$ cat src/rtl/csc_pkg.sv
`default_nettype none

package csc_pkg;

   localparam logic [7:0] CH_NL    = 8'd10;
   localparam logic [7:0] CH_DQ    = 8'd34;
   localparam logic [7:0] CH_SQ    = 8'd39;
   localparam logic [7:0] CH_BT    = 8'd96;
   localparam logic [7:0] CH_BSL   = 8'd92;
   localparam logic [7:0] CH_SLASH = 8'd47;
   localparam logic [7:0] CH_STAR  = 8'd42;
   localparam logic [7:0] CH_LT    = 8'd60;
   localparam logic [7:0] CH_DASH  = 8'd45;
   localparam logic [7:0] CH_GT    = 8'd62;

   localparam logic [2:0] CLS_CODE    = 3'd0;
   localparam logic [2:0] CLS_DQ      = 3'd1;
   localparam logic [2:0] CLS_SQ      = 3'd2;
   localparam logic [2:0] CLS_BT      = 3'd3;
   localparam logic [2:0] CLS_COMMENT = 3'd4;

   // control from the window to the lexer
   typedef struct packed {
      logic fire;
      logic is_final;
   } dec_ctrl_type;

endpackage

`default_nettype wire

$ cat src/rtl/comment_string_classifier.sv
// results: a byte's result is registered once the byte two places later has been
//   accepted and the output is free, or as the window flushes after the final byte of the text
// throughput: while the output is not stalled, one byte per cycle in a steady stream, set by the
//   three-byte window feeding one decision per cycle; the final byte flushes up to three results, one per cycle
// reset: synchronous, active high; empties the window, returns the lexer to plain code
`default_nettype none

module comment_string_classifier (
   input  wire logic       clock,
   input  wire logic       reset,
   input  wire logic       req_valid,
   output logic            req_stall,
   input  wire logic [7:0] req_text_byte,
   input  wire logic       req_is_last,
   output logic            rsp_valid,
   input  wire logic       rsp_stall,
   output logic [7:0]      rsp_out_byte,
   output logic [2:0]      rsp_char_class,
   output logic            rsp_keep,
   output logic            rsp_last_out
);

   logic [7:0] win_ff [3];
   logic [7:0] win_in [3];
   logic [1:0] cnt_ff;
   logic [1:0] cnt_in;
   logic [1:0] cnt_mid;
   logic       ended_ff;
   logic       ended_in;

   logic       rsp_valid_ff;
   logic       rsp_valid_in;
   logic [7:0] rsp_byte_ff;
   logic [2:0] rsp_class_ff;
   logic       rsp_last_ff;

   logic       can_decide;
   logic       out_free;
   logic       req_fire;
   logic       final_byte;
   logic [7:0] next_byte;
   logic [7:0] next2_byte;
   logic [2:0] dec_class;

   csc_pkg::dec_ctrl_type ctrl;

   assign out_free   = !rsp_valid_ff || !rsp_stall;
   assign can_decide = (cnt_ff == 2'd3) || (ended_ff && cnt_ff != 2'd0);
   assign final_byte = ended_ff && (cnt_ff == 2'd1);
   assign req_stall  = ended_ff || ((cnt_ff == 2'd3) && !out_free);
   assign req_fire   = req_valid && !req_stall;

   assign ctrl.fire     = can_decide && out_free;
   assign ctrl.is_final = final_byte;

   // newline stands in past the end of the text
   assign next_byte  = (cnt_ff >= 2'd2) ? win_ff[1] : csc_pkg::CH_NL;
   assign next2_byte = (cnt_ff == 2'd3) ? win_ff[2] : csc_pkg::CH_NL;

   csc_lexer u_lexer (
      .clock      (clock),
      .reset      (reset),
      .ctrl       (ctrl),
      .cur_byte   (win_ff[0]),
      .next_byte  (next_byte),
      .next2_byte (next2_byte),
      .char_class (dec_class)
   );

   always_comb begin
      win_in  = win_ff;
      cnt_mid = cnt_ff;
      if (ctrl.fire) begin
         win_in[0] = win_ff[1];
         win_in[1] = win_ff[2];
         cnt_mid   = cnt_ff - 2'd1;
      end
      cnt_in = cnt_mid;
      if (req_fire) begin
         case (cnt_mid)
            2'd0:    win_in[0] = req_text_byte;
            2'd1:    win_in[1] = req_text_byte;
            default: win_in[2] = req_text_byte;
         endcase
         cnt_in = cnt_mid + 2'd1;
      end

      ended_in = ended_ff;
      if (req_fire && req_is_last) begin
         ended_in = 1'b1;
      end else if (ctrl.fire && final_byte) begin
         ended_in = 1'b0;
      end

      rsp_valid_in = rsp_valid_ff && rsp_stall;
      if (ctrl.fire) begin
         rsp_valid_in = 1'b1;
      end
   end

   always_ff @(posedge clock) begin
      if (reset) begin
         cnt_ff       <= 2'd0;
         ended_ff     <= 1'b0;
         rsp_valid_ff <= 1'b0;
      end else begin
         cnt_ff       <= cnt_in;
         ended_ff     <= ended_in;
         rsp_valid_ff <= rsp_valid_in;
      end
      win_ff <= win_in;
      if (ctrl.fire) begin
         rsp_byte_ff  <= win_ff[0];
         rsp_class_ff <= dec_class;
         rsp_last_ff  <= final_byte;
      end
   end

   assign rsp_valid      = rsp_valid_ff;
   assign rsp_out_byte   = rsp_byte_ff;
   assign rsp_char_class = rsp_class_ff;
   assign rsp_keep       = (rsp_class_ff != csc_pkg::CLS_COMMENT);
   assign rsp_last_out   = rsp_last_ff;

`ifndef SYNTHESIS
   a_ended_nonempty: assert property (@(posedge clock) disable iff (reset)
      ended_ff |-> cnt_ff != 2'd0)
      else $error("text end flagged with an empty window");

   a_flush_done: assert property (@(posedge clock) disable iff (reset)
      (ctrl.fire && final_byte) |=> (!ended_ff && cnt_ff == 2'd0))
      else $error("window not empty after the final byte");

   a_accept_fills: assert property (@(posedge clock) disable iff (reset)
      req_fire |=> cnt_ff != 2'd0)
      else $error("accepted transaction lost from the window");

   a_full_window_emits: assert property (@(posedge clock) disable iff (reset)
      (cnt_ff == 2'd3 && !rsp_stall) |=> rsp_valid)
      else $error("full window did not produce a transaction");

   a_last_marks_end: assert property (@(posedge clock) disable iff (reset)
      (ctrl.fire && final_byte) |=> (rsp_valid && rsp_last_out))
      else $error("final byte result not marked last");
`endif

endmodule

`default_nettype wire

$ cat src/rtl/csc_lexer.sv
`default_nettype none

module csc_lexer (
   input  wire logic                  clock,
   input  wire logic                  reset,
   input  wire csc_pkg::dec_ctrl_type ctrl,
   input  wire logic [7:0]            cur_byte,
   input  wire logic [7:0]            next_byte,
   input  wire logic [7:0]            next2_byte,
   output logic [2:0]                 char_class
);

   typedef enum logic [2:0] {
      MODE_CODE,
      MODE_DQ,
      MODE_SQ,
      MODE_BT,
      MODE_LINE,
      MODE_BLOCK,
      MODE_TRIPLE,
      MODE_ARROW
   } mode_type;

   mode_type   mode_ff;
   mode_type   mode_in;
   logic [1:0] skip_ff;
   logic [1:0] skip_in;
   logic [7:0] prior_ff;
   logic       esc;

   assign esc = (prior_ff == csc_pkg::CH_BSL);

   always_comb begin
      mode_in    = mode_ff;
      skip_in    = skip_ff;
      char_class = csc_pkg::CLS_COMMENT;
      if (skip_ff != 2'd0) begin
         skip_in = skip_ff - 2'd1;
      end else begin
         unique case (mode_ff)
            MODE_DQ: begin
               char_class = csc_pkg::CLS_DQ;
               if (!esc && cur_byte == csc_pkg::CH_DQ) mode_in = MODE_CODE;
            end
            MODE_SQ: begin
               char_class = csc_pkg::CLS_SQ;
               if (!esc && cur_byte == csc_pkg::CH_SQ) mode_in = MODE_CODE;
            end
            MODE_BT: begin
               char_class = csc_pkg::CLS_BT;
               if (!esc && cur_byte == csc_pkg::CH_BT) mode_in = MODE_CODE;
            end
            MODE_LINE: begin
               if (cur_byte == csc_pkg::CH_NL) mode_in = MODE_CODE;
            end
            MODE_BLOCK: begin
               if (!esc && cur_byte == csc_pkg::CH_STAR && next_byte == csc_pkg::CH_SLASH) begin
                  mode_in = MODE_CODE;
                  skip_in = 2'd1;
               end
            end
            MODE_TRIPLE: begin
               if (!esc && cur_byte == csc_pkg::CH_SQ && next_byte == csc_pkg::CH_SQ
                   && next2_byte == csc_pkg::CH_SQ) begin
                  mode_in = MODE_CODE;
                  skip_in = 2'd2;
               end
            end
            MODE_ARROW: begin
               if (!esc && cur_byte == csc_pkg::CH_DASH && next_byte == csc_pkg::CH_DASH
                   && next2_byte == csc_pkg::CH_GT) begin
                  mode_in = MODE_CODE;
                  skip_in = 2'd2;
               end
            end
            MODE_CODE: begin
               // opener search, in priority order
               if (!esc && cur_byte == csc_pkg::CH_DQ) begin
                  mode_in    = MODE_DQ;
                  char_class = csc_pkg::CLS_DQ;
               end else if (!esc && cur_byte == csc_pkg::CH_SQ && next_byte != csc_pkg::CH_SQ
                            && next2_byte != csc_pkg::CH_NL) begin
                  mode_in    = MODE_SQ;
                  char_class = csc_pkg::CLS_SQ;
               end else if (!esc && cur_byte == csc_pkg::CH_BT) begin
                  mode_in    = MODE_BT;
                  char_class = csc_pkg::CLS_BT;
               end else if (cur_byte == csc_pkg::CH_SLASH && next_byte == csc_pkg::CH_SLASH) begin
                  mode_in = MODE_LINE;
                  skip_in = 2'd1;
               end else if (!esc && cur_byte == csc_pkg::CH_SLASH
                            && next_byte == csc_pkg::CH_STAR) begin
                  mode_in = MODE_BLOCK;
                  skip_in = 2'd1;
               end else if (!esc && cur_byte == csc_pkg::CH_SQ && next_byte == csc_pkg::CH_SQ
                            && next2_byte == csc_pkg::CH_SQ) begin
                  mode_in = MODE_TRIPLE;
                  skip_in = 2'd2;
               end else if (!esc && cur_byte == csc_pkg::CH_LT && next_byte == csc_pkg::CH_DASH
                            && next2_byte == csc_pkg::CH_DASH) begin
                  mode_in = MODE_ARROW;
                  skip_in = 2'd2;
               end else begin
                  char_class = csc_pkg::CLS_CODE;
               end
            end
         endcase
      end
   end

   always_ff @(posedge clock) begin
      if (reset) begin
         mode_ff  <= MODE_CODE;
         skip_ff  <= 2'd0;
         prior_ff <= csc_pkg::CH_NL;
      end else if (ctrl.fire) begin
         if (ctrl.is_final) begin
            // end of text: back to the start-of-text state
            mode_ff  <= MODE_CODE;
            skip_ff  <= 2'd0;
            prior_ff <= csc_pkg::CH_NL;
         end else begin
            mode_ff  <= mode_in;
            skip_ff  <= skip_in;
            prior_ff <= cur_byte;
         end
      end
   end

endmodule

`default_nettype wire

$ cat config.mk
export PLATFORM = sky130hd
export DESIGN_NAME = comment_string_classifier
export DESIGN_NICKNAME = d
export VERILOG_FILES = /design/src/rtl/csc_pkg.sv /design/src/rtl/comment_string_classifier.sv /design/src/rtl/csc_lexer.sv
export SDC_FILE = /design/constraint.sdc
export NUM_CORES = 1
export LEC_CHECK = 0
export BUFFER_PORTS_ARGS = -buffer_cell sky130_fd_sc_hd__buf_2
export CORE_ASPECT_RATIO = 2
export CORE_MARGIN = 2
export CORE_UTILIZATION = 45
export DETAILED_ROUTE_END_ITERATION = 16
export GPL_TIMING_DRIVEN = 0
export HOLD_SLACK_MARGIN = 0.1
export PLACE_DENSITY = 0.64
export SYNTH_ARGS = -nofsm -noshare
export SYNTH_HDL_FRONTEND = slang
export SYNTH_SLANG_ARGS = --single-unit
$ cat constraint.sdc
create_clock -name clock -period 7.83 [get_ports clock]
set_clock_uncertainty 0.2 [all_clocks]
set_input_delay 1.566 -clock clock [delete_from_list [all_inputs] [get_ports clock]]
set_output_delay 1.566 -clock clock [all_outputs]
set_load 0.1 [all_outputs]
==> metrics.md <==
| Metric | Value |
|---|---|
| Dpl cell area | 2950 um^2 |
| DIE AREA | 6780 um^2 |
| Post-CTS setup buffers | 0 |
| Distinct cell type count of the synthesized netlist | 50 |
| Crit path kind | in2reg |
| Residual DRC | 0 |
| Power Density | 356 nW/um^2 |
| Leakage power | 1.20 nW |
| TritonCTS clock tree | yes |
| Number of buffers added on ports | 26 |
| Average wire per cell in the routed design | 18.2 um |
| Post-synthesis instance total | 287 |
| Count of max-cap constraint violations | 0 |
| Area occupied by registers | 1260 um^2 |
| Num rows | 40 |
| Clock slew at reported path FFs | 0.06 ns |
| Warning count from the yosys run | 0 |
| Width of the die | 59.2 um |
| Largest family of logic cells by synthesized area | simple AND/OR/NAND/NOR gates |
| Sum of negative setup slack | 0 ns |
| Number of nets in the finished design | 339 |
| Crit-path cells | buf_2 > nand2_1 > o21ai_1 > clkbuf_1 > a21oi_1 > ha_1 > nor3_1 |
| Clock power share | 0.202 |
| Post-route antenna net violation count | 0 |
| Switching power | 468 uW |
| Initial Utilization | 0.461 |
| Leading cell types in the layout, fill and taps excluded | nand2_1 (33), dfxtp_1 (33), buf_2 (28) |
| Final design area excluding fillers | 3100 um^2 |
| Number of top-level design ports | 28 |
| GRT Residual Overflow | 0 |
| # hold bufs at CTS | 0 |
| Type of element capturing the critical path | flop |
| Cts repair resizes | 0 |
| Logic gate share of total power | 0.362 |
| Proportion of layout cells with a drive suffix above 1 | 0.134 |
| Reg2Reg Depth | 6 |
| # clock sinks | 53 |
| Final critical-path required period | 4.18 ns |
| Final clock period utilization by the worst path | 0.533 |
| Placed Instances | 376 |
| Library cell used as clock root buffer | clkbuf_16 |
| Sum of net half-perimeters after detailed placement | 5440 um |
| Fmax achieved | 239 MHz |
| Required time reported for the critical path endpoint | 7.54 ns |
| Number of enable flip-flop cells after synthesis | 20 |
| Clock Path Buffers | 2 |
| Worst endpoint data arrival time | 3.89 ns |
| Cell depth of the worst setup path | 7 |
| Routed via count divided by cell count | 6.05 |
| Vias in the first global route | 2377 |
| Total wire length | 6970 um |
| Result of the run | completed |
| Most common flop cell mapped by yosys | dfxtp_1 |
| Crit start category | input pin |
| Number of endpoints with negative hold slack in the final report | 0 |
| Max-slew violation count | 0 |
| Internal power | 635 uW |
| Total CTS buffers | 5 |
| Cell area after technology mapping | 2740 um^2 |
| Placeable Area | 5960 um^2 |
| Biggest fanout along the worst timing path | 10 |
| CP Buf/Inv Count | 2 |
| Layout Cells excl Fill | 384 |
| Insertion delay to the later sink of the worst-skew pair | 0.30 ns |
| First-pass GRT wire length | 11300 um |
| Final RePlAce weighted congestion | 0.900 |
| Synth Area in Adders | 0.0274 |
| Routed vias | 2323 |
| Fraction of synthesized area in multiplexers | 0.0698 |
| Simple-gate area share of the yosys netlist | 0.259 |
| Delay of the slowest cell on the worst path | 0.96 ns |
| Largest delay share family, worst path | simple AND/OR/NAND/NOR gates |
| Share of the synthesized netlist area taken by xor and xnor gates | 0.00958 |
| Area fraction in compound gates after synthesis | 0.140 |
| Switching part of the total power | 0.424 |
| Final-layout worst hold slack | 0.231 ns |
| GRT Util Overall | 0.223 |
| DR iter-0 viols | 75 |
| Ys async rst share | 0 |
| Height of the die | 114 um |
| H-tree levels | 2 |
| Sequential group share of total power | 0.436 |
| Diode insertion count for antenna repair | 0 |
| Unrepaired setup endpoints after global routing | no |
| Remaining max-slew budget at the tightest pin | 0.189 |
| Worst Max-Slew Pin Slew | 1.21 ns |
| Multi-input gate area | 1390 um^2 |
| Pin count of the biggest net entering global routing | 22 |
| Register bit count reported by yosys | 53 |
| Worst IR drop on VDD | 210 uV |
| Synthesized area divided by synthesized cell count | 9.56 um^2 |
| Area grow syn2layout | 13.0% |
| Setup-failing EPs final | 0 |
| Detailed Routing Iterations Pass 1 | 5 |
| Path category of the worst min-delay check | reg2reg |
| Share of synthesized area occupied by flip-flops and latches | 0.460 |
| Initial antenna violation count | 0 |
| Number of nets produced by synthesis | 306 |
| Fillcell total | 584 |
| Worst Hold Depth | 0 |
| Critical Path Slowest Stage Cell | nor3_1 |
[registers in the layout, indices dropped and copies added, names as in the netlist]
signal,count
win_ff,24
rsp_out_byte,8
u_lexer.prior_ff,8
rsp_char_class,3
u_lexer.mode_ff,3
cnt_ff,2
u_lexer.skip_ff,2
ended_ff,1
rsp_last_out,1
rsp_valid,1
[layout make-up]
cell class	instances	share of cell area
buffer	16	0.0206
clock buffer	8	0.0472
inverter	8	0.00969
multi-input combinational	210	0.448
sequential	53	0.407
tap	63	0.0254
timing repair buffer	26	0.0420
[worst paths after layout]
| kind | from | end | slack (ns) |
|---|---|---|---|
| max | rsp_stall | win_ff[3]$_DFFE_PP_ | 3.65 |
| min | win_ff[19]$_DFF_P_ | rsp_out_byte[3]$_DFFE_PP_ | 0.23 |
| max reg2reg | cnt_ff[1]$_SDFF_PP0_ | win_ff[3]$_DFFE_PP_ | 4.24 |
| min reg2reg | win_ff[19]$_DFF_P_ | rsp_out_byte[3]$_DFFE_PP_ | 0.23 |
[synthesized netlist by cell type, types with 2 or more instances]
master / number / share of area
a211oi_1: 3 / 0.0082
a21oi_1: 14 / 0.026
and3_1: 3 / 0.0068
buf_2: 2 / 0.0036
clkbuf_1: 13 / 0.018
dfxtp_1: 33 / 0.24
edfxtp_1: 20 / 0.22
ha_1: 6 / 0.027
inv_1: 8 / 0.011
mux2i_1: 18 / 0.066
nand2_1: 33 / 0.045
nand3_1: 11 / 0.020
nand4_1: 11 / 0.025
nand4b_1: 2 / 0.0064
nor2_1: 19 / 0.026
nor2b_1: 7 / 0.016
nor3_1: 6 / 0.011
nor3b_1: 4 / 0.011
nor4_1: 6 / 0.014
nor4b_1: 7 / 0.022
nor4bb_1: 3 / 0.011
o2111ai_1: 2 / 0.0064
o211a_1: 2 / 0.0073
o211ai_1: 2 / 0.0055
o21a_1: 2 / 0.0055
o21ai_0: 19 / 0.035
o21bai_1: 2 / 0.0055
o22ai_1: 2 / 0.0046
o31ai_1: 3 / 0.0082
or4b_4: 2 / 0.010
xnor2_1: 3 / 0.0096
[worst register-to-register path, stage by stage, from the launching register on]
cell and delay (ns):
dfxtp_1 0.37, ha_1 0.30, o21ai_1 0.41, clkbuf_1 0.52, a21oi_1 0.22, ha_1 0.23
nor3_1 0.96
[power groups by stage]
stage | sequential [mW] | combinational, mW | clock [mW]
floorplan | 0.539 | 0.232 | 0
global placement | 0.482 | 0.393 | 0
detailed placement | 0.485 | 0.401 | 0
CTS | 0.479 | 0.401 | 0.227
global route | 0.490 | 0.443 | 0.234
finish | 0.481 | 0.399 | 0.223
[kinds of logic (layout without fill, tap and decap cells)]
group	Yosys count	after routing
AO/OA/AOI/OAI	59	59
XOR/XNOR	3	3
flip-flops	53	53
AND/OR/NAND/NOR	123	123
buffers and inverters	24	58
adder cells (fa/ha/maj)	6	6
multiplexers	19	19
[metal layers]
layer	track usage	up-vias	wire, um	share of wire
li1	-	1138	-	-
met1	0.210	1101	2490	0.36
met2	0.407	52	3810	0.55
met3	0.0350	32	200	0.029
met4	0.165	0	476	0.068
met5	0	-	0	0
[stage by stage]
stage / total power, mW / util / worst slack (ns)
finish: 1.10 / 0.520 / 3.65
detailed placement: 0.886 / 0.496 / 3.27
floorplan: 0.771 / - / 3.72
global route: 1.17 / 0.520 / 3.43
CTS: 1.11 / 0.520 / 3.59
global placement: 0.876 / 0.496 / 3.35
Power figures use the tool's default switching activity.
